[config.mk]
export PLATFORM = sky130hd
export DESIGN_NAME = fire_suppression_sequencer_flat
export DESIGN_NICKNAME = d
export VERILOG_FILES = /design/src/hw/rtl/fss_pkg.sv /design/src/hw/rtl/fss_channels.sv /design/src/hw/rtl/fss_core.sv /design/src/hw/rtl/fire_suppression_sequencer.sv /design/src/flat_wrapper.sv
export SDC_FILE = /design/constraint.sdc
export NUM_CORES = 1
export LEC_CHECK = 0
export ABC_AREA = 1
export BUFFER_PORTS_ARGS = -buffer_cell sky130_fd_sc_hd__buf_2
export CAP_MARGIN = 40
export CORE_ASPECT_RATIO = 1.5
export CORE_UTILIZATION = 40
export DETAILED_ROUTE_END_ITERATION = 10
export PLACE_DENSITY = 0.57
export SETUP_SLACK_MARGIN = 0.4
export SKIP_LAST_GASP = 1
export SLEW_MARGIN = 10
export SYNTH_ARGS = -nofsm -noshare
export SYNTH_HDL_FRONTEND = slang
export SYNTH_SLANG_ARGS = --single-unit
[constraint.sdc]
create_clock -name clk -period 6.09 [get_ports clk]
set_clock_uncertainty 0.15 [all_clocks]
set_input_delay 0.609 -clock clk [delete_from_list [all_inputs] [get_ports clk]]
set_output_delay 0.609 -clock clk [all_outputs]
set_load 0.03 [all_outputs]
[src/hw/rtl/fss_pkg.sv]
// types, codes and reset constants shared by the fire suppression sequencer
package fss_pkg;

  localparam int unsigned CFG_IDX_W  = 3;
  localparam int unsigned CFG_DATA_W = 16;

  typedef enum logic [2:0] {
    SEQ_NORMAL = 3'd0,
    SEQ_FIRE   = 3'd1,
    SEQ_EXPIRY = 3'd2,
    SEQ_PIN    = 3'd3,
    SEQ_AIM    = 3'd4,
    SEQ_ARM    = 3'd5,
    SEQ_LEVER  = 3'd6
  } seq_state_t;

  typedef enum logic [1:0] {
    SIMPLE_NORMAL = 2'd0,
    SIMPLE_FIRE   = 2'd1,
    SIMPLE_EXPIRY = 2'd2
  } status_t;

  typedef enum logic [1:0] {
    LEVER_FWD   = 2'd0,
    LEVER_HOLD  = 2'd1,
    LEVER_REV   = 2'd2,
    LEVER_PAUSE = 2'd3
  } lever_phase_t;

  localparam logic       OP_TICK  = 1'b0;
  localparam logic       OP_FORCE = 1'b1;
  localparam logic [2:0] FORCE_NONE = 3'd7;

  localparam logic [1:0] MOTOR_B_STOP = 2'd0;
  localparam logic [1:0] MOTOR_B_FWD  = 2'd1;
  localparam logic [1:0] MOTOR_B_REV  = 2'd2;

  localparam logic [CFG_IDX_W-1:0] CFG_GAS_THR     = 3'd0;
  localparam logic [CFG_IDX_W-1:0] CFG_TEMP_THR    = 3'd1;
  localparam logic [CFG_IDX_W-1:0] CFG_ALARM_HOLD  = 3'd2;
  localparam logic [CFG_IDX_W-1:0] CFG_STEP        = 3'd3;
  localparam logic [CFG_IDX_W-1:0] CFG_LEVER_HOLD  = 3'd4;
  localparam logic [CFG_IDX_W-1:0] CFG_LEVER_PAUSE = 3'd5;
  localparam logic [CFG_IDX_W-1:0] CFG_ARM_TARGET  = 3'd6;
  localparam logic [CFG_IDX_W-1:0] CFG_MOTOR_SPEED = 3'd7;

  localparam logic        [11:0] RST_GAS_THR     = 12'd2000;
  localparam logic signed [11:0] RST_TEMP_THR    = 12'sd500;
  localparam logic        [15:0] RST_ALARM_HOLD  = 16'd600;
  localparam logic        [15:0] RST_STEP        = 16'd100;
  localparam logic        [15:0] RST_LEVER_HOLD  = 16'd200;
  localparam logic        [15:0] RST_LEVER_PAUSE = 16'd10;

  typedef struct packed {
    logic              opcode;
    logic [11:0]       gas_mv;
    logic signed [11:0] temperature_dc;
    logic              emergency_pressed;
    logic              life_expired;
    logic [7:0]        aim_deg;
    logic [2:0]        forced_state;
  } in_item_t;

  typedef struct packed {
    logic [2:0] seq_state;
    logic [1:0] status;
    logic       alarm_on;
    logic       motor_a_cmd;
    logic [1:0] motor_b_cmd;
    logic       floor_cmd_valid;
    logic [7:0] floor_angle_deg;
    logic       arm_cmd_valid;
    logic       state_changed;
  } out_item_t;

  typedef struct packed {
    logic [11:0]        gas_thr;
    logic signed [11:0] temp_thr;
    logic [15:0]        alarm_hold;
    logic [15:0]        step;
    logic [15:0]        lever_hold;
    logic [15:0]        lever_pause;
  } cfg_t;

  typedef struct packed {
    seq_state_t    seq;
    status_t       simple;
    logic [15:0]   phase_ticks;
    lever_phase_t  lever;
    logic [7:0]    floor_angle;
  } state_t;

endpackage

[src/hw/rtl/fss_channels.sv]
// valid/ready channel interfaces for tick items and results
interface fss_in_if;
  import fss_pkg::*;
  logic     valid;
  logic     ready;
  in_item_t data;
  modport source (output valid, output data, input ready);
  modport sink   (input valid, input data, output ready);
endinterface

interface fss_out_if;
  import fss_pkg::*;
  logic      valid;
  logic      ready;
  out_item_t data;
  modport source (output valid, output data, input ready);
  modport sink   (input valid, input data, output ready);
endinterface

[src/hw/rtl/fss_core.sv]
// next-state and result logic for one tick or force transaction
module fss_core (
  input  fss_pkg::state_t    st,
  input  fss_pkg::in_item_t  item,
  input  fss_pkg::cfg_t      cfg,
  output fss_pkg::state_t    st_nxt,
  output fss_pkg::out_item_t res
);
  import fss_pkg::*;

  logic [15:0] tick_inc;
  logic [15:0] limit;
  logic        done;
  logic        floor_v;
  logic        arm_v;
  logic        changed;
  seq_state_t  forced_seq;

  assign tick_inc   = st.phase_ticks + 16'd1;
  assign done       = tick_inc >= limit;
  assign forced_seq = seq_state_t'(item.forced_state);

  always_comb begin
    case (st.seq)
      SEQ_FIRE: limit = cfg.alarm_hold;
      SEQ_LEVER: begin
        case (st.lever)
          LEVER_HOLD:  limit = cfg.lever_hold;
          LEVER_PAUSE: limit = cfg.lever_pause;
          default:     limit = cfg.step;
        endcase
      end
      default: limit = cfg.step;
    endcase
  end

  always_comb begin
    st_nxt  = st;
    floor_v = 1'b0;
    arm_v   = 1'b0;
    changed = 1'b0;
    if (item.opcode == OP_FORCE) begin
      if (item.forced_state != FORCE_NONE) begin
        st_nxt.seq         = forced_seq;
        st_nxt.phase_ticks = '0;
        st_nxt.lever       = LEVER_FWD;
        if (forced_seq == SEQ_AIM) begin
          st_nxt.floor_angle = item.aim_deg;
          floor_v            = 1'b1;
        end
        if (forced_seq == SEQ_ARM) begin
          arm_v = 1'b1;
        end
      end
      changed = 1'b1;
    end else begin
      if (st.seq != SEQ_NORMAL && item.emergency_pressed) begin
        st_nxt.seq         = SEQ_NORMAL;
        st_nxt.simple      = SIMPLE_NORMAL;
        st_nxt.phase_ticks = '0;
        st_nxt.lever       = LEVER_FWD;
      end else begin
        case (st.seq)
          SEQ_NORMAL: begin
            if (item.life_expired) begin
              st_nxt.seq    = SEQ_EXPIRY;
              st_nxt.simple = SIMPLE_EXPIRY;
            end else if (item.gas_mv > cfg.gas_thr ||
                         item.temperature_dc > cfg.temp_thr) begin
              st_nxt.seq    = SEQ_FIRE;
              st_nxt.simple = SIMPLE_FIRE;
            end else begin
              st_nxt.simple = SIMPLE_NORMAL;
            end
            st_nxt.phase_ticks = '0;
          end
          SEQ_FIRE: begin
            st_nxt.phase_ticks = done ? 16'd0 : tick_inc;
            if (done) begin
              st_nxt.seq = SEQ_PIN;
            end
          end
          SEQ_EXPIRY: begin
            st_nxt.simple      = SIMPLE_EXPIRY;
            st_nxt.phase_ticks = '0;
          end
          SEQ_PIN: begin
            st_nxt.phase_ticks = done ? 16'd0 : tick_inc;
            if (done) begin
              st_nxt.seq         = SEQ_AIM;
              st_nxt.floor_angle = item.aim_deg;
              floor_v            = 1'b1;
            end
          end
          SEQ_AIM: begin
            st_nxt.phase_ticks = done ? 16'd0 : tick_inc;
            if (done) begin
              st_nxt.seq = SEQ_ARM;
              arm_v      = 1'b1;
            end
          end
          SEQ_ARM: begin
            st_nxt.phase_ticks = done ? 16'd0 : tick_inc;
            if (done) begin
              st_nxt.seq   = SEQ_LEVER;
              st_nxt.lever = LEVER_FWD;
            end
          end
          SEQ_LEVER: begin
            st_nxt.phase_ticks = done ? 16'd0 : tick_inc;
            if (done) begin
              st_nxt.lever = lever_phase_t'(st.lever + 2'd1);
            end
          end
          default: begin
            st_nxt = st;
          end
        endcase
      end
      changed = (st_nxt.seq != st.seq) || (st_nxt.simple != st.simple);
    end
  end

  always_comb begin
    res.seq_state       = st_nxt.seq;
    res.status          = st_nxt.simple;
    res.alarm_on        = st_nxt.seq != SEQ_NORMAL;
    res.motor_a_cmd     = st_nxt.seq == SEQ_PIN;
    res.motor_b_cmd     = MOTOR_B_STOP;
    if (st_nxt.seq == SEQ_LEVER) begin
      if (st_nxt.lever == LEVER_FWD) begin
        res.motor_b_cmd = MOTOR_B_FWD;
      end else if (st_nxt.lever == LEVER_REV) begin
        res.motor_b_cmd = MOTOR_B_REV;
      end
    end
    res.floor_cmd_valid = floor_v;
    res.floor_angle_deg = st_nxt.floor_angle;
    res.arm_cmd_valid   = arm_v;
    res.state_changed   = changed;
  end

endmodule

[src/hw/rtl/fire_suppression_sequencer.sv]
// fire suppression sequencer top level
// One transaction is one 50 ms tick carrying sensor readings, or a force
// command. The block takes one transaction every clock cycle while the
// output is not stalled; an accepted transaction sits in the input register
// while the next state and result are formed, and the result register loads
// the result once it is empty or being drained. The sequence state updates at
// the same edge the result register loads, so back-to-back ticks see each
// other's effect. Output backpressure stalls the input only once both
// registers are full.
// Configuration writes take effect on the next edge and must be made with
// no transaction in flight. Motor speed and arm target are accepted but do
// not affect any result field.
module fire_suppression_sequencer (
  input  logic                           clk,
  input  logic                           rst_n,
  fss_in_if.sink                         in_ch,
  fss_out_if.source                      out_ch,
  input  logic                           cfg_we,
  input  logic [fss_pkg::CFG_IDX_W-1:0]  cfg_index,
  input  logic [fss_pkg::CFG_DATA_W-1:0] cfg_wdata
);
  import fss_pkg::*;

  logic      s1_valid_r;
  in_item_t  s1_data_r;
  logic      out_valid_r;
  out_item_t out_data_r;
  state_t    st_r;
  state_t    st_nxt;
  out_item_t res;
  cfg_t      cfg_r;
  logic      adv;
  logic      s1_valid_nxt;
  logic      out_valid_nxt;

  assign adv          = s1_valid_r && (!out_valid_r || out_ch.ready);
  assign in_ch.ready  = !s1_valid_r || adv;
  assign s1_valid_nxt = in_ch.valid ? 1'b1 : (adv ? 1'b0 : s1_valid_r);
  assign out_valid_nxt = adv ? 1'b1 : (out_ch.ready ? 1'b0 : out_valid_r);

  assign out_ch.valid = out_valid_r;
  assign out_ch.data  = out_data_r;

  fss_core u_core (
    .st     (st_r),
    .item   (s1_data_r),
    .cfg    (cfg_r),
    .st_nxt (st_nxt),
    .res    (res)
  );

  always_ff @(posedge clk) begin
    if (!rst_n) begin
      s1_valid_r  <= 1'b0;
      out_valid_r <= 1'b0;
      st_r.seq         <= SEQ_NORMAL;
      st_r.simple      <= SIMPLE_NORMAL;
      st_r.phase_ticks <= '0;
      st_r.lever       <= LEVER_FWD;
      st_r.floor_angle <= '0;
    end else begin
      s1_valid_r  <= in_ch.ready ? s1_valid_nxt : s1_valid_r;
      out_valid_r <= out_valid_nxt;
      if (adv) begin
        st_r <= st_nxt;
      end
    end
  end

  always_ff @(posedge clk) begin
    if (in_ch.valid && in_ch.ready) begin
      s1_data_r <= in_ch.data;
    end
    if (adv) begin
      out_data_r <= res;
    end
  end

  always_ff @(posedge clk) begin
    if (!rst_n) begin
      cfg_r.gas_thr     <= RST_GAS_THR;
      cfg_r.temp_thr    <= RST_TEMP_THR;
      cfg_r.alarm_hold  <= RST_ALARM_HOLD;
      cfg_r.step        <= RST_STEP;
      cfg_r.lever_hold  <= RST_LEVER_HOLD;
      cfg_r.lever_pause <= RST_LEVER_PAUSE;
    end else if (cfg_we) begin
      case (cfg_index)
        CFG_GAS_THR:     cfg_r.gas_thr     <= cfg_wdata[11:0];
        CFG_TEMP_THR:    cfg_r.temp_thr    <= $signed(cfg_wdata[11:0]);
        CFG_ALARM_HOLD:  cfg_r.alarm_hold  <= cfg_wdata;
        CFG_STEP:        cfg_r.step        <= cfg_wdata;
        CFG_LEVER_HOLD:  cfg_r.lever_hold  <= cfg_wdata;
        CFG_LEVER_PAUSE: cfg_r.lever_pause <= cfg_wdata;
        CFG_ARM_TARGET:  cfg_r <= cfg_r;
        CFG_MOTOR_SPEED: cfg_r <= cfg_r;
        default:         cfg_r <= cfg_r;
      endcase
    end
  end

endmodule

[src/flat_wrapper.sv]
// flat-port wrapper written by rule: the top's interface ports become plain ports
module fire_suppression_sequencer_flat import fss_pkg::*;
  (clk, rst_n, cfg_we, cfg_index, cfg_wdata, in_ch_valid, in_ch_data, in_ch_ready, out_ch_valid, out_ch_data, out_ch_ready);
  fss_in_if in_ch_i ();
  fss_out_if out_ch_i ();
  input  logic clk;
  input  logic rst_n;
  input  logic cfg_we;
  input  logic [fss_pkg::CFG_IDX_W-1:0] cfg_index;
  input  logic [fss_pkg::CFG_DATA_W-1:0] cfg_wdata;
  input wire logic [$bits(in_ch_i.valid)-1:0] in_ch_valid;
  input wire logic [$bits(in_ch_i.data)-1:0] in_ch_data;
  output wire logic [$bits(in_ch_i.ready)-1:0] in_ch_ready;
  output wire logic [$bits(out_ch_i.valid)-1:0] out_ch_valid;
  output wire logic [$bits(out_ch_i.data)-1:0] out_ch_data;
  input wire logic [$bits(out_ch_i.ready)-1:0] out_ch_ready;
  assign in_ch_i.valid = in_ch_valid;
  assign in_ch_i.data = in_ch_data;
  assign in_ch_ready = in_ch_i.ready;
  assign out_ch_valid = out_ch_i.valid;
  assign out_ch_data = out_ch_i.data;
  assign out_ch_i.ready = out_ch_ready;
  fire_suppression_sequencer u_core (.clk(clk), .rst_n(rst_n), .in_ch(in_ch_i), .out_ch(out_ch_i), .cfg_we(cfg_we), .cfg_index(cfg_index), .cfg_wdata(cfg_wdata));
endmodule
---- Word level (Yosys, flattened, before mapping) ----
Cells that the tools add are included.
cells by class
  shift operators ......................... 0
  reduce and logical (&&, ||, !) cells .... 28
  add/subtract/negate cells ............... 2
  muxes and demuxes ....................... 44
  $mul .................................... 0
  equal/unequal tests ..................... 22
  bitwise gates (word level) .............. 1
  divide/modulo/power cells ............... 0
  order comparisons ....................... 3
operators with widths
  operator                                       number
  case mux 16 bit (2 select lines)               3
  2-to-1 mux 26 bit                              2
  2-to-1 mux 23 bit                              2
  2-to-1 mux 8 bit                               4
  == test 3 bit, second input constant           8
  greater-than comparator 12 bit                 2
  2-to-1 mux 3 bit                               7
  2-to-1 mux 1 bit                               17
  adder 16 x 1 -> 16 bit, second input constant  1
  greater-or-equal comparator 16 bit             1
  2-to-1 mux 16 bit                              1
  == test 3 x 2 -> 1 bit, second input constant  5
  case mux 3 bit (5 select lines)                1
  AND reduction 2 bit                            7
  2-to-1 mux 2 bit                               4
  case mux 2 bit (2 select lines)                2
  == test 3 x 1 -> 1 bit, second input constant  2
  logical NOT 3 bit                              2
  nonzero test 3 bit                             2
  2-to-1 mux 5 bit                               1
  OR reduction 5 bit                             1
  == test 2 bit, second input constant           2
  logical OR 1 bit                               4
  nonzero test 2 bit                             2
  13 further kinds                               17
word-level totals
  bits of input ports ..................... 62
  memories ................................ 0
  bits in latches ......................... 0
  output and inout port bits .............. 22
  bits in writable memories ............... 0
  bits in read-only memories .............. 0
  register bits after elaboration ......... 179
  logic and storage cells ................. 130

---- Depth between registers and ports, before layout ----
Gate-level depths: netlist of run 1.
  depth after elaboration ................. 12
  depth in mapped cells ................... 27
  depth with buffers taken out ............ 26

---- Hierarchy ----
A second synthesis of run 1 with hierarchy kept.
second synthesis, totals
  cell total of the unflattened synthesis .. 1280
  area, all modules ....................... 9795.6 µm²
by module, submodules not included
  module                      area each (µm²)  times used  sequential area each (µm²)  cells an instance
  fire_suppression_sequencer  6550.0           1           4164.0                      727
  fss_core                    3245.6           1           0.0                         553

---- Worst setup path after synthesis of run 1 ----
OpenSTA, ideal clock, no wires.
  path type ............................... reg2reg
  start point ............................. reg u_core.st_r[9] in the netlist's numbering
  end point ............................... reg u_core.out_data_r, in the netlist u_core.out_ch.data[11] (data pin)
  library setup time ...................... 257 ps
  period minus slack after synthesis ...... 3925 ps
  required time ........................... 5683 ps
  path buffers ............................ 2
  slack ................................... 2165 ps
  cell stages (with the launch flop) ...... 24
  arrival time ............................ 3518 ps
  cells stage by stage .................... dfxtp_1 inv_1 ha_1 buf_1 nor2_1 inv_1 a21oi_1 buf_2 a221oi_1 ha_1 nand2_1 inv_1 o21ai_0 nand2_1 nor2_1 nand3_2 inv_1 ha_1 o21ai_0 a31oi_1 nor2_1 a21oi_1 o211ai_1 nor2_1
between the ends
  word-level cells in the longest chain between the ends .. 11
  elaborated cells between the ends (all ways) .. 22
  classes of those cells .................. 1 x add/sub; 1 x order compare; 3 x eq/ne; 16 x mux; 1 x reduce/logical
ends and longest elaborated chain
  element                                                  RTL line                          source
  start: declaration                                       fire_suppression_sequencer.sv:28  state_t st_r;
  start signal: assignment                                 fire_suppression_sequencer.sv:65  st_r <= st_nxt;
  == test 2 bit or == test 2 x 1 -> 1 bit (tied branches)  fss_core.sv:27                    case (st.lever)
  case mux 16 bit (2 select lines)                         fss_core.sv:27
  case mux 16 bit (2 select lines)                         fss_core.sv:24                    case (st.seq)
  greater-or-equal comparator 16 bit                       fss_core.sv:20                    assign done = tick_inc >= limit;
  2-to-1 mux 2 bit (on tied branches)                      fss_core.sv:111, fss_core.sv:104
  case mux 2 bit (2 select lines)                          fss_core.sv:63                    case (st.seq)
  2-to-1 mux 23 bit                                        fss_core.sv:57                    if (st.seq != SEQ_NORMAL && item.emergency_pressed) begin
  2-to-1 mux 23 bit                                        fss_core.sv:42                    if (item.opcode == OP_FORCE) begin
  2-to-1 mux 26 bit                                        fss_core.sv:42
  logical NOT 2 bit                                        fss_core.sv:131                   if (st_nxt.lever == LEVER_FWD) begin
  2-to-1 mux 1 bit                                         fss_core.sv:131
  end signal: assignment                                   fire_suppression_sequencer.sv:75  out_data_r <= res;
  end: declaration                                         fire_suppression_sequencer.sv:27  out_item_t out_data_r;
Parallel ways exist; a longest one is shown, timed or not. The select of a mux whose other input is x is not followed.
A chain may end at the register's enable or synchronous reset.

---- Final worst setup path of run 1 ----
  start point ............................. reg u_core.st_r[28] in the netlist's numbering
  end point ............................... reg u_core.out_data_r, in the netlist u_core.out_ch.data[11] (data pin)
between the ends
  word-level cells in the longest chain between the ends .. 10
  elaborated cells between the ends (all ways) .. 28
  classes of those cells .................. 1 x order compare; 6 x eq/ne; 17 x mux; 4 x reduce/logical
ends and longest elaborated chain
  element                                                  RTL line
  == test 3 bit or == test 3 x 1 -> 1 bit (tied branches)  fss_core.sv:24, fss_core.sv:63
  case mux 16 bit (2 select lines)                         fss_core.sv:24
  greater-or-equal comparator 16 bit                       fss_core.sv:20
  2-to-1 mux 2 bit (on tied branches)                      fss_core.sv:111, fss_core.sv:104
  case mux 2 bit (2 select lines)                          fss_core.sv:63
  2-to-1 mux 23 bit                                        fss_core.sv:57
  2-to-1 mux 23 bit                                        fss_core.sv:42
  2-to-1 mux 26 bit                                        fss_core.sv:42
  logical NOT 2 bit                                        fss_core.sv:131
  2-to-1 mux 1 bit                                         fss_core.sv:131
Parallel ways exist; a longest one is shown, timed or not. The select of a mux whose other input is x is not followed.

==> run summary, run 1 <==
### STA
• **hold slack final** 0.191 ns
• **final worst path period need** 4.38 ns
• **Fin. Hold Viols** 0
• **FMAX** 0.228 GHz
• **Tcrit/Tclk final** 71.9%
• **Slew Limit Fails** 0
• **Worst slew margin** 45.3%
• **actual slew at the worst max-slew pin** 0.820 ns
• **Final Setup Violations** 0
• **Final TNS setup** 0 ns
• **setup repair after global routing missed its margin** false
• **final setup margin** 1.71 ns

### Cells and area
• **non-filler cells, final** 1397
• **antenna fix cells** 0
• **Area Growth Syn to Fin** 15.1%
• **final non-filler cell area** 0.00991 mm2
• **area of combinational cells with multiple inputs** 0.00379 mm2
• **top library cells by usage in the layout, fill and taps aside** 163 x sky130_fd_sc_hd__nand2_1, 144 x sky130_fd_sc_hd__nor2_1, 121 x sky130_fd_sc_hd__dfxtp_1
• **final design utilization** 47.1%
• **layout cells sized above 1** 15.3%
• **most common cell after layout, fill and taps aside** sky130_fd_sc_hd__nand2_1
• **sequential standard cell area** 0.00416 mm2
• **layout filler cell count** 2031
• **count of nets after finishing** 1222

### Floorplan
• **Core ar.** 0.0211 mm2
• **Core Rows** 65
• **Total Die Area** 0.0221 mm2
• **die span in x** 122 um
• **DIE HEIGHT** 182 um
• **starting density of the core** 40.9%
• **number of ports placed on the die boundary** 84

### Setup path
• **type of the setup path with the least slack** register to register
• **flop2flop setup slack** 1.71 ns
• **Worst R2R Start** u_core.st_r[28]
• **kind of end point of the critical path** register
• **arrival time of data at the critical path endpoint** 4.42 ns
• **Critical Path Fanout Max** 15
• **cells on worst reg2reg path** 22
• **category of the worst setup path launch point** register
• **endpoint of the worst-slack reg-to-reg timing path** u_core.out_ch.data[11]
• **worst endpoint required time** 6.14 ns

### Clock tree
• **clock tree sinks** 179
• **Root Driver** sky130_fd_sc_hd__clkbuf_16
• **Skew-Pair Late Insertion Delay** 0.44 ns
• **clock buffer depth** 2
• **number of hold buffers added after CTS** 0
• **CTS buffer count** 17
• **CTS tree** built
• **Post-CTS Setup Bufs** 0
• **clock-pin slew on the worst setup and hold paths** 0.07 ns
• **H-tree depth** 4
• **post-cts repair resize count** 0

### Yosys
• **Seq/Total Area, Yosys** 48.3%
• **flop and latch count out of synthesis** 179
• **async set-reset flop share out of synthesis** 0%
• **cell area after synthesis** 0.00861 mm2
• **mean instance size in the synthesized netlist** 8.26 um2
• **warning count from the yosys run** 0
• **area fraction of the dominant cell type after synthesis** 28.1%
• **syn nets** 1149
• **top post-synthesis cells by area** sky130_fd_sc_hd__dfxtp_1 28%, sky130_fd_sc_hd__edfxtp_1 20%, sky130_fd_sc_hd__nand2_1 7.1%
• **unique cell type count in the Yosys netlist** 42
• **cell type with the highest aggregate area in the netlist** sky130_fd_sc_hd__dfxtp_1
• **dominant register cell in the synthesized netlist** sky130_fd_sc_hd__dfxtp_1
• **Gate Count Post-Synth** 1043
• **number of enable flip-flop cells after synthesis** 58

### GRT
• **largest net degree at the start of global routing** 91
• **wire length of the first global-routing pass** 33800 um
• **number of global-route vias before repair** 6851
• **antenna violations before repair** 0
• **combined global-route utilization of all metal layers** 19.6%
• **Remaining Overflow, GRT** 0

### Run status
• **run status** finished, final reports clean

### Detailed routing
• **vias per inst** 5.08
• **first-pass iteration count of the detailed router** 5
• **DRC** 0
• **Iter 0 DRT Violations** 512
• **count of antenna-violating nets left after detailed routing** 0
• **total detailed-routing wirelength** 20500 um
• **average detailed-routed wire length per instance** 14.7 um
• **via count** 7101

### Hold path
• **Hold Path Sink** u_core.s1_data_r[9]
• **min-delay worst type** input port to register
• **startpoint of the tightest hold check path** in_ch_data[9]
• **count of cells along the worst hold path** 1

### Placed design
• **worst setup slack before clock tree synthesis** 1.75 ns
• **hpwl dp** 14500 um
• **cell total after placement** 1365
• **RePlAce Congestion** 0.832
• **placement-stage cell area** 0.00930 mm2
• **Port Buffers** 83

### Pwr
• **worst IR drop on VDD** 0.000194 V
• **overall power** 2.71 mW
• **power density relative to cell area** 274 mW/mm2
• **P_leak** 4.39 nW

### Run
• **number of max-cap violations** 0

## final cells by class
class	count	area share (%)
Sequential cell	179	42.0
Multi-Input combinational cell	698	38.3
Timing Repair Buffer	98	5.53
Clock buffer	21	4.96
Inverter	122	4.64
Tap cell	268	3.38
Clock inverter	11	1.21
## worst max-delay path by stage
stage / startpoint / end / slack, ns / cells past startpoint
detailed placement: u_core.st_r[28] / u_core.out_ch.data[11] / 1.75 / 22
floorplan: u_core.st_r[9] / u_core.out_ch.data[11] / 2.17 / 23
global placement: u_core.st_r[28] / u_core.out_ch.data[11] / 1.83 / 22
finish: u_core.st_r[28] / u_core.out_ch.data[11] / 1.71 / 22
global route: u_core.st_r[28] / u_core.out_ch.data[11] / 1.24 / 22
CTS: u_core.st_r[28] / u_core.out_ch.data[11] / 1.73 / 22
## synthesized netlist by cell type, types with 16 or more instances
library cell and n:
sky130_fd_sc_hd__nand2_1 163, sky130_fd_sc_hd__nor2_1 144, sky130_fd_sc_hd__dfxtp_1 121, sky130_fd_sc_hd__inv_1 115, sky130_fd_sc_hd__o21ai_0 98, sky130_fd_sc_hd__a21oi_1 74
sky130_fd_sc_hd__edfxtp_1 58, sky130_fd_sc_hd__ha_1 44, sky130_fd_sc_hd__nand3_1 40, sky130_fd_sc_hd__clkbuf_1 35, sky130_fd_sc_hd__o211ai_1 17, sky130_fd_sc_hd__a22o_1 16
## critical path, stage by stage, from the launching register on
cell                       delay (ns)
sky130_fd_sc_hd__dfxtp_1         0.49
sky130_fd_sc_hd__inv_2           0.12
sky130_fd_sc_hd__nor2_1          0.23
sky130_fd_sc_hd__nand2_1         0.33
sky130_fd_sc_hd__inv_2           0.27
sky130_fd_sc_hd__a21oi_1         0.06
sky130_fd_sc_hd__buf_4           0.19
sky130_fd_sc_hd__a221oi_1        0.29
sky130_fd_sc_hd__ha_1            0.29
sky130_fd_sc_hd__nand2_1         0.07
sky130_fd_sc_hd__inv_1           0.03
sky130_fd_sc_hd__o21ai_0         0.15
sky130_fd_sc_hd__nand2_1         0.07
sky130_fd_sc_hd__nor2_1          0.22
sky130_fd_sc_hd__nand3_2         0.20
sky130_fd_sc_hd__inv_1           0.14
sky130_fd_sc_hd__ha_1            0.23
sky130_fd_sc_hd__o21ai_0         0.16
sky130_fd_sc_hd__a31oi_1         0.06
sky130_fd_sc_hd__nor2_1          0.14
sky130_fd_sc_hd__a21oi_1         0.07
sky130_fd_sc_hd__o211ai_1        0.10
sky130_fd_sc_hd__nor2_1          0.06
## metal layers
layer | routed length, um | GRT usage (%) | up-vias
li1 | - | - | 3649
met1 | 9030 | 23.2 | 3292
met2 | 10400 | 34.1 | 132
met3 | 655 | 3.33 | 28
met4 | 479 | 8.64 | 0
met5 | 0 | 0 | -
## cell families (layout without fill, tap and decap cells)
logic type	Yosys count	after routing	share of synthesized area, %
compound gates	248	248	17.0
xor+xnor	13	13	1.32
fa+ha+maj	44	44	6.39
buf+inv	166	252	7.61
flops	179	179	48.3
simple gates	393	393	19.4
## report_power, final
part	internal [mW]	total, mW	switching, mW	leakage (nW)
Combinational	0.0868	0.259	0.172	2.54
Sequential	1.29	1.31	0.0260	1.54
Clock	0.662	1.14	0.480	0.305
## flip-flops by register name, summed over array words and instances, names as in the netlist
signal and count:
u_core.cfg_r 88, u_core.s1_data_r 38, u_core.st_r 31, u_core.out_ch.data 20, u_core.out_ch.valid 1, u_core.s1_valid_r 1
Note: power is estimated with default switching activity, not from simulation.
==> inputs of run 2 (changes only) <==
--- a/config.mk
+++ b/config.mk
@@ -5,7 +5,7 @@
 export SDC_FILE = /design/constraint.sdc
 export NUM_CORES = 1
 export LEC_CHECK = 0
-export ABC_AREA = 1
+export ABC_AREA = 0
 export BUFFER_PORTS_ARGS = -buffer_cell sky130_fd_sc_hd__buf_2
 export CAP_MARGIN = 40
 export CORE_ASPECT_RATIO = 1.5
==> constraint.sdc (replaced) <==
create_clock -name clk -period 4.1 [get_ports clk]
set_clock_uncertainty 0.15 [all_clocks]
set_input_delay 0.41 -clock clk [delete_from_list [all_inputs] [get_ports clk]]
set_output_delay 0.41 -clock clk [all_outputs]
set_load 0.03 [all_outputs]
==> run 2 against run 1 <==
Critical path depth decreased by 2; cell area increased by 7.2%; die area decreased by 4.3%; register-to-register slack got worse by 1.6 ns; wire length increased by 6.0%; utilization increased by 5.4 points; first-iteration DRC count decreased by 25%; power increased by 43%; largest power group unchanged.
==> run summary, run 2 <==
### Yosys
• **dominant register cell in the synthesized netlist** sky130_fd_sc_hd__dfxtp_1
• **area fraction of the dominant cell type after synthesis** 29.4%
• **warning count from the yosys run** 0
• **number of enable flip-flop cells after synthesis** 58
• **dominant cell by count in the synthesized netlist** sky130_fd_sc_hd__nand2_1
• **unique cell type count in the Yosys netlist** 59
• **async set-reset flop share out of synthesis** 0%
• **cell type with the highest aggregate area in the netlist** sky130_fd_sc_hd__dfxtp_1
• **mean instance size in the synthesized netlist** 9.13 um2
• **cell area after synthesis** 0.00824 mm2
• **Seq/Total Area, Yosys** 50.5%
• **Gate Count Post-Synth** 903
• **syn nets** 1009
• **most used standard cells in the synthesized netlist** 206 x sky130_fd_sc_hd__nand2_1, 121 x sky130_fd_sc_hd__dfxtp_1, 90 x sky130_fd_sc_hd__a21oi_1, 58 x sky130_fd_sc_hd__edfxtp_1, 51 x sky130_fd_sc_hd__nor2_1
• **flop and latch count out of synthesis** 179
• **top post-synthesis cells by area** sky130_fd_sc_hd__dfxtp_1 29%, sky130_fd_sc_hd__edfxtp_1 21%, sky130_fd_sc_hd__nand2_1 9.4%

### Detailed routing
• **average detailed-routed wire length per instance** 16.3 um
• **vias per inst** 5.34
• **total detailed-routing wirelength** 21800 um
• **Iter 0 DRT Violations** 383
• **first-pass iteration count of the detailed router** 5
• **DRC** 0
• **via count** 7117
• **count of antenna-violating nets left after detailed routing** 0

### STA
• **hold slack final** 0.0224 ns
• **Final TNS setup** 0 ns
• **Worst slew margin** 46.0%
• **Tcrit/Tclk final** 96.2%
• **Final Setup Violations** 0
• **FMAX** 0.254 GHz
• **setup repair after global routing missed its margin** true
• **Slew Limit Fails** 0
• **Fin. Hold Viols** 0
• **actual slew at the worst max-slew pin** 0.807 ns
• **final worst path period need** 3.94 ns

### Pwr
• **internal power component** 2.91 mW
• **overall power** 3.89 mW
• **clock share of power** 40.4%
• **Reg power frac** 49.3%
• **Sw Share** 25.2%
• **relative contribution of combinational cells to total power** 10.3%
• **P_leak** 4.13 nW
• **power density relative to cell area** 366 mW/mm2
• **worst IR drop on VDD** 0.000295 V
• **net switching power** 0.982 mW

### GRT
• **wire length of the first global-routing pass** 34400 um
• **Remaining Overflow, GRT** 0
• **combined global-route utilization of all metal layers** 21.0%
• **largest net degree at the start of global routing** 56
• **number of global-route vias before repair** 6751
• **antenna violations before repair** 0

### Placed design
• **hpwl dp** 14600 um
• **RePlAce Congestion** 0.839
• **Port Buffers** 83
• **placement-stage cell area** 0.00933 mm2

### Setup path
• **maximum cell stage delay along the critical path** 0.37 ns
• **buffering stage count on the worst path with inverters included** 1
• **Critical Path Fanout Max** 5
• **category of the worst setup path launch point** register
• **type of the setup path with the least slack** register to register
• **kind of end point of the critical path** register
• **kind of cell adding the most delay to the critical path** compound AO/OA/AOI/OAI gates
• **flop2flop setup slack** 0.16 ns
• **most frequent cell on the critical path** sky130_fd_sc_hd__and3_4
• **arrival time of data at the critical path endpoint** 3.97 ns
• **library cell contributing the largest single delay on the critical path** sky130_fd_sc_hd__dfxtp_2
• **worst endpoint required time** 4.12 ns
• **critical path, cell by cell** ha_4 > and3_4 > and3_4 > and3_4 > and3_4 > nand3_4 > xnor2_4 > ha_4 > o21ai_4 > o22ai_2 > a2111o_1 > o31a_4 > clkinv_8 > ha_4 > nand2_2 > o21ai_2 > a211oi_2 > a21oi_2 > nand3_2 > nor3_2

### Floorplan
• **Core ar.** 0.0203 mm2
• **Total Die Area** 0.0212 mm2
• **die span in x** 119 um
• **number of ports placed on the die boundary** 84
• **Core Rows** 64
• **DIE HEIGHT** 178 um
• **starting density of the core** 40.7%

### Cells and area
• **count of nets after finishing** 1162
• **largest registers** u_core.cfg_r: 88 flops, u_core.s1_data_r: 38 flops, u_core.st_r: 31 flops
• **flip-flop count of the largest register, all copies and words added** 88
• **Reg with most FFs** u_core.cfg_r
• **most common cell after layout, fill and taps aside** sky130_fd_sc_hd__nand2_1
• **layout cells sized above 1** 23.8%
• **Area Growth Syn to Fin** 28.9%
• **final non-filler cell area** 0.0106 mm2
• **layout filler cell count** 1861
• **top library cells by usage in the layout, fill and taps aside** 204 x sky130_fd_sc_hd__nand2_1, 116 x sky130_fd_sc_hd__dfxtp_1, 87 x sky130_fd_sc_hd__a21oi_1
• **antenna fix cells** 0

### Clock tree
• **H-tree depth** 4
• **clock-pin slew on the worst setup and hold paths** 0.07 ns
• **Skew-Pair Late Insertion Delay** 0.44 ns
• **clock buffer depth** 2
• **Root Driver** sky130_fd_sc_hd__clkbuf_16
• **clock tree sinks** 179
• **CTS tree** built
• **CTS buffer count** 17

### Run
• **number of max-cap violations** 0

### Run status
• **run status** finished, final reports clean

### Hold path
• **min-delay worst type** input port to register

## run 2: logic make-up after synthesis
| kind of cell | after synthesis | share of synthesized area (%) |
|---|---|---|
| flops | 179 | 50.5 |
| fa+ha+maj | 44 | 6.68 |
| buf+inv | 78 | 3.84 |
| compound gates | 228 | 18.0 |
| xor+xnor | 14 | 1.49 |
| mux | 8 | 1.09 |
| simple gates | 352 | 18.3 |
## run 2: final timing paths
kind,startpoint,end,cells after the start
max,u_core.st_r[11],u_core.out_ch.data[11],20
min,in_ch_data[37],u_core.s1_data_r[37],1
max reg2reg,u_core.st_r[11],u_core.out_ch.data[11],20
min reg2reg,u_core.st_r[7],u_core.st_r[7],2
## run 2: worst register-to-register path, delay by kind of cell, from the launching register on
family | cells | cell delay [ns]
buffers and inverters | 1 | 0.09
XOR/XNOR | 1 | 0.20
AND/OR/NAND/NOR | 8 | 1.06
AO/OA/AOI/OAI | 7 | 1.28
flip-flops | 1 | 0.37
adder cells (fa/ha/maj) | 3 | 0.57
## run 2: per-layer routing
metal | routed length (um) | GRT usage [%] | up-vias
met5 | 0 | 0 | -
met4 | 515 | 8.02 | 0
met3 | 733 | 4.02 | 41
met2 | 11600 | 38.7 | 173
met1 | 8880 | 23.5 | 3375
li1 | - | - | 3528
## run 2: cell type report
cell class	instances	area, um2	share of cell area, %
Clock inverter	11	101	0.954
Timing Repair Buffer	177	1290	12.2
Tap cell	264	330	3.11
Multi-Input combinational cell	647	4130	38.9
Sequential cell	179	4170	39.3
Clock buffer	21	450	4.24
Inverter	34	145	1.37
## run 2: power groups by stage
stage | clock (mW) | sequential, mW | combinational, mW
after floorplan | 0 | 1.97 | 0.189
after global placement | 0 | 1.96 | 0.340
after detailed placement | 0 | 1.96 | 0.347
after CTS | 1.61 | 1.92 | 0.388
after global routing | 1.67 | 1.93 | 0.440
final | 1.57 | 1.92 | 0.401
## run 2: what timing repair did
item | CTS | global route
gates cloned | 0 | 1
hold endpoints to repair | 35 | 0
hold buffers | 35 | 0
pin swaps | 12 | 8
gates resized for setup | 21 | 41
buffers inserted | 13 | 5
endpoints found under the setup margin | 46 | 45
## run 2: through the flow
stage	setup WS [ns]	util (%)	instances
6_report	0.157	52.4	1333
3_5_place_dp	-0.00457	46.0	1247
4_1_cts	0.190	51.4	1327
5_1_grt	0.0353	52.4	1333
3_3_place_gp	0.0407	45.9	1245
2_1_floorplan	0.176	-	903
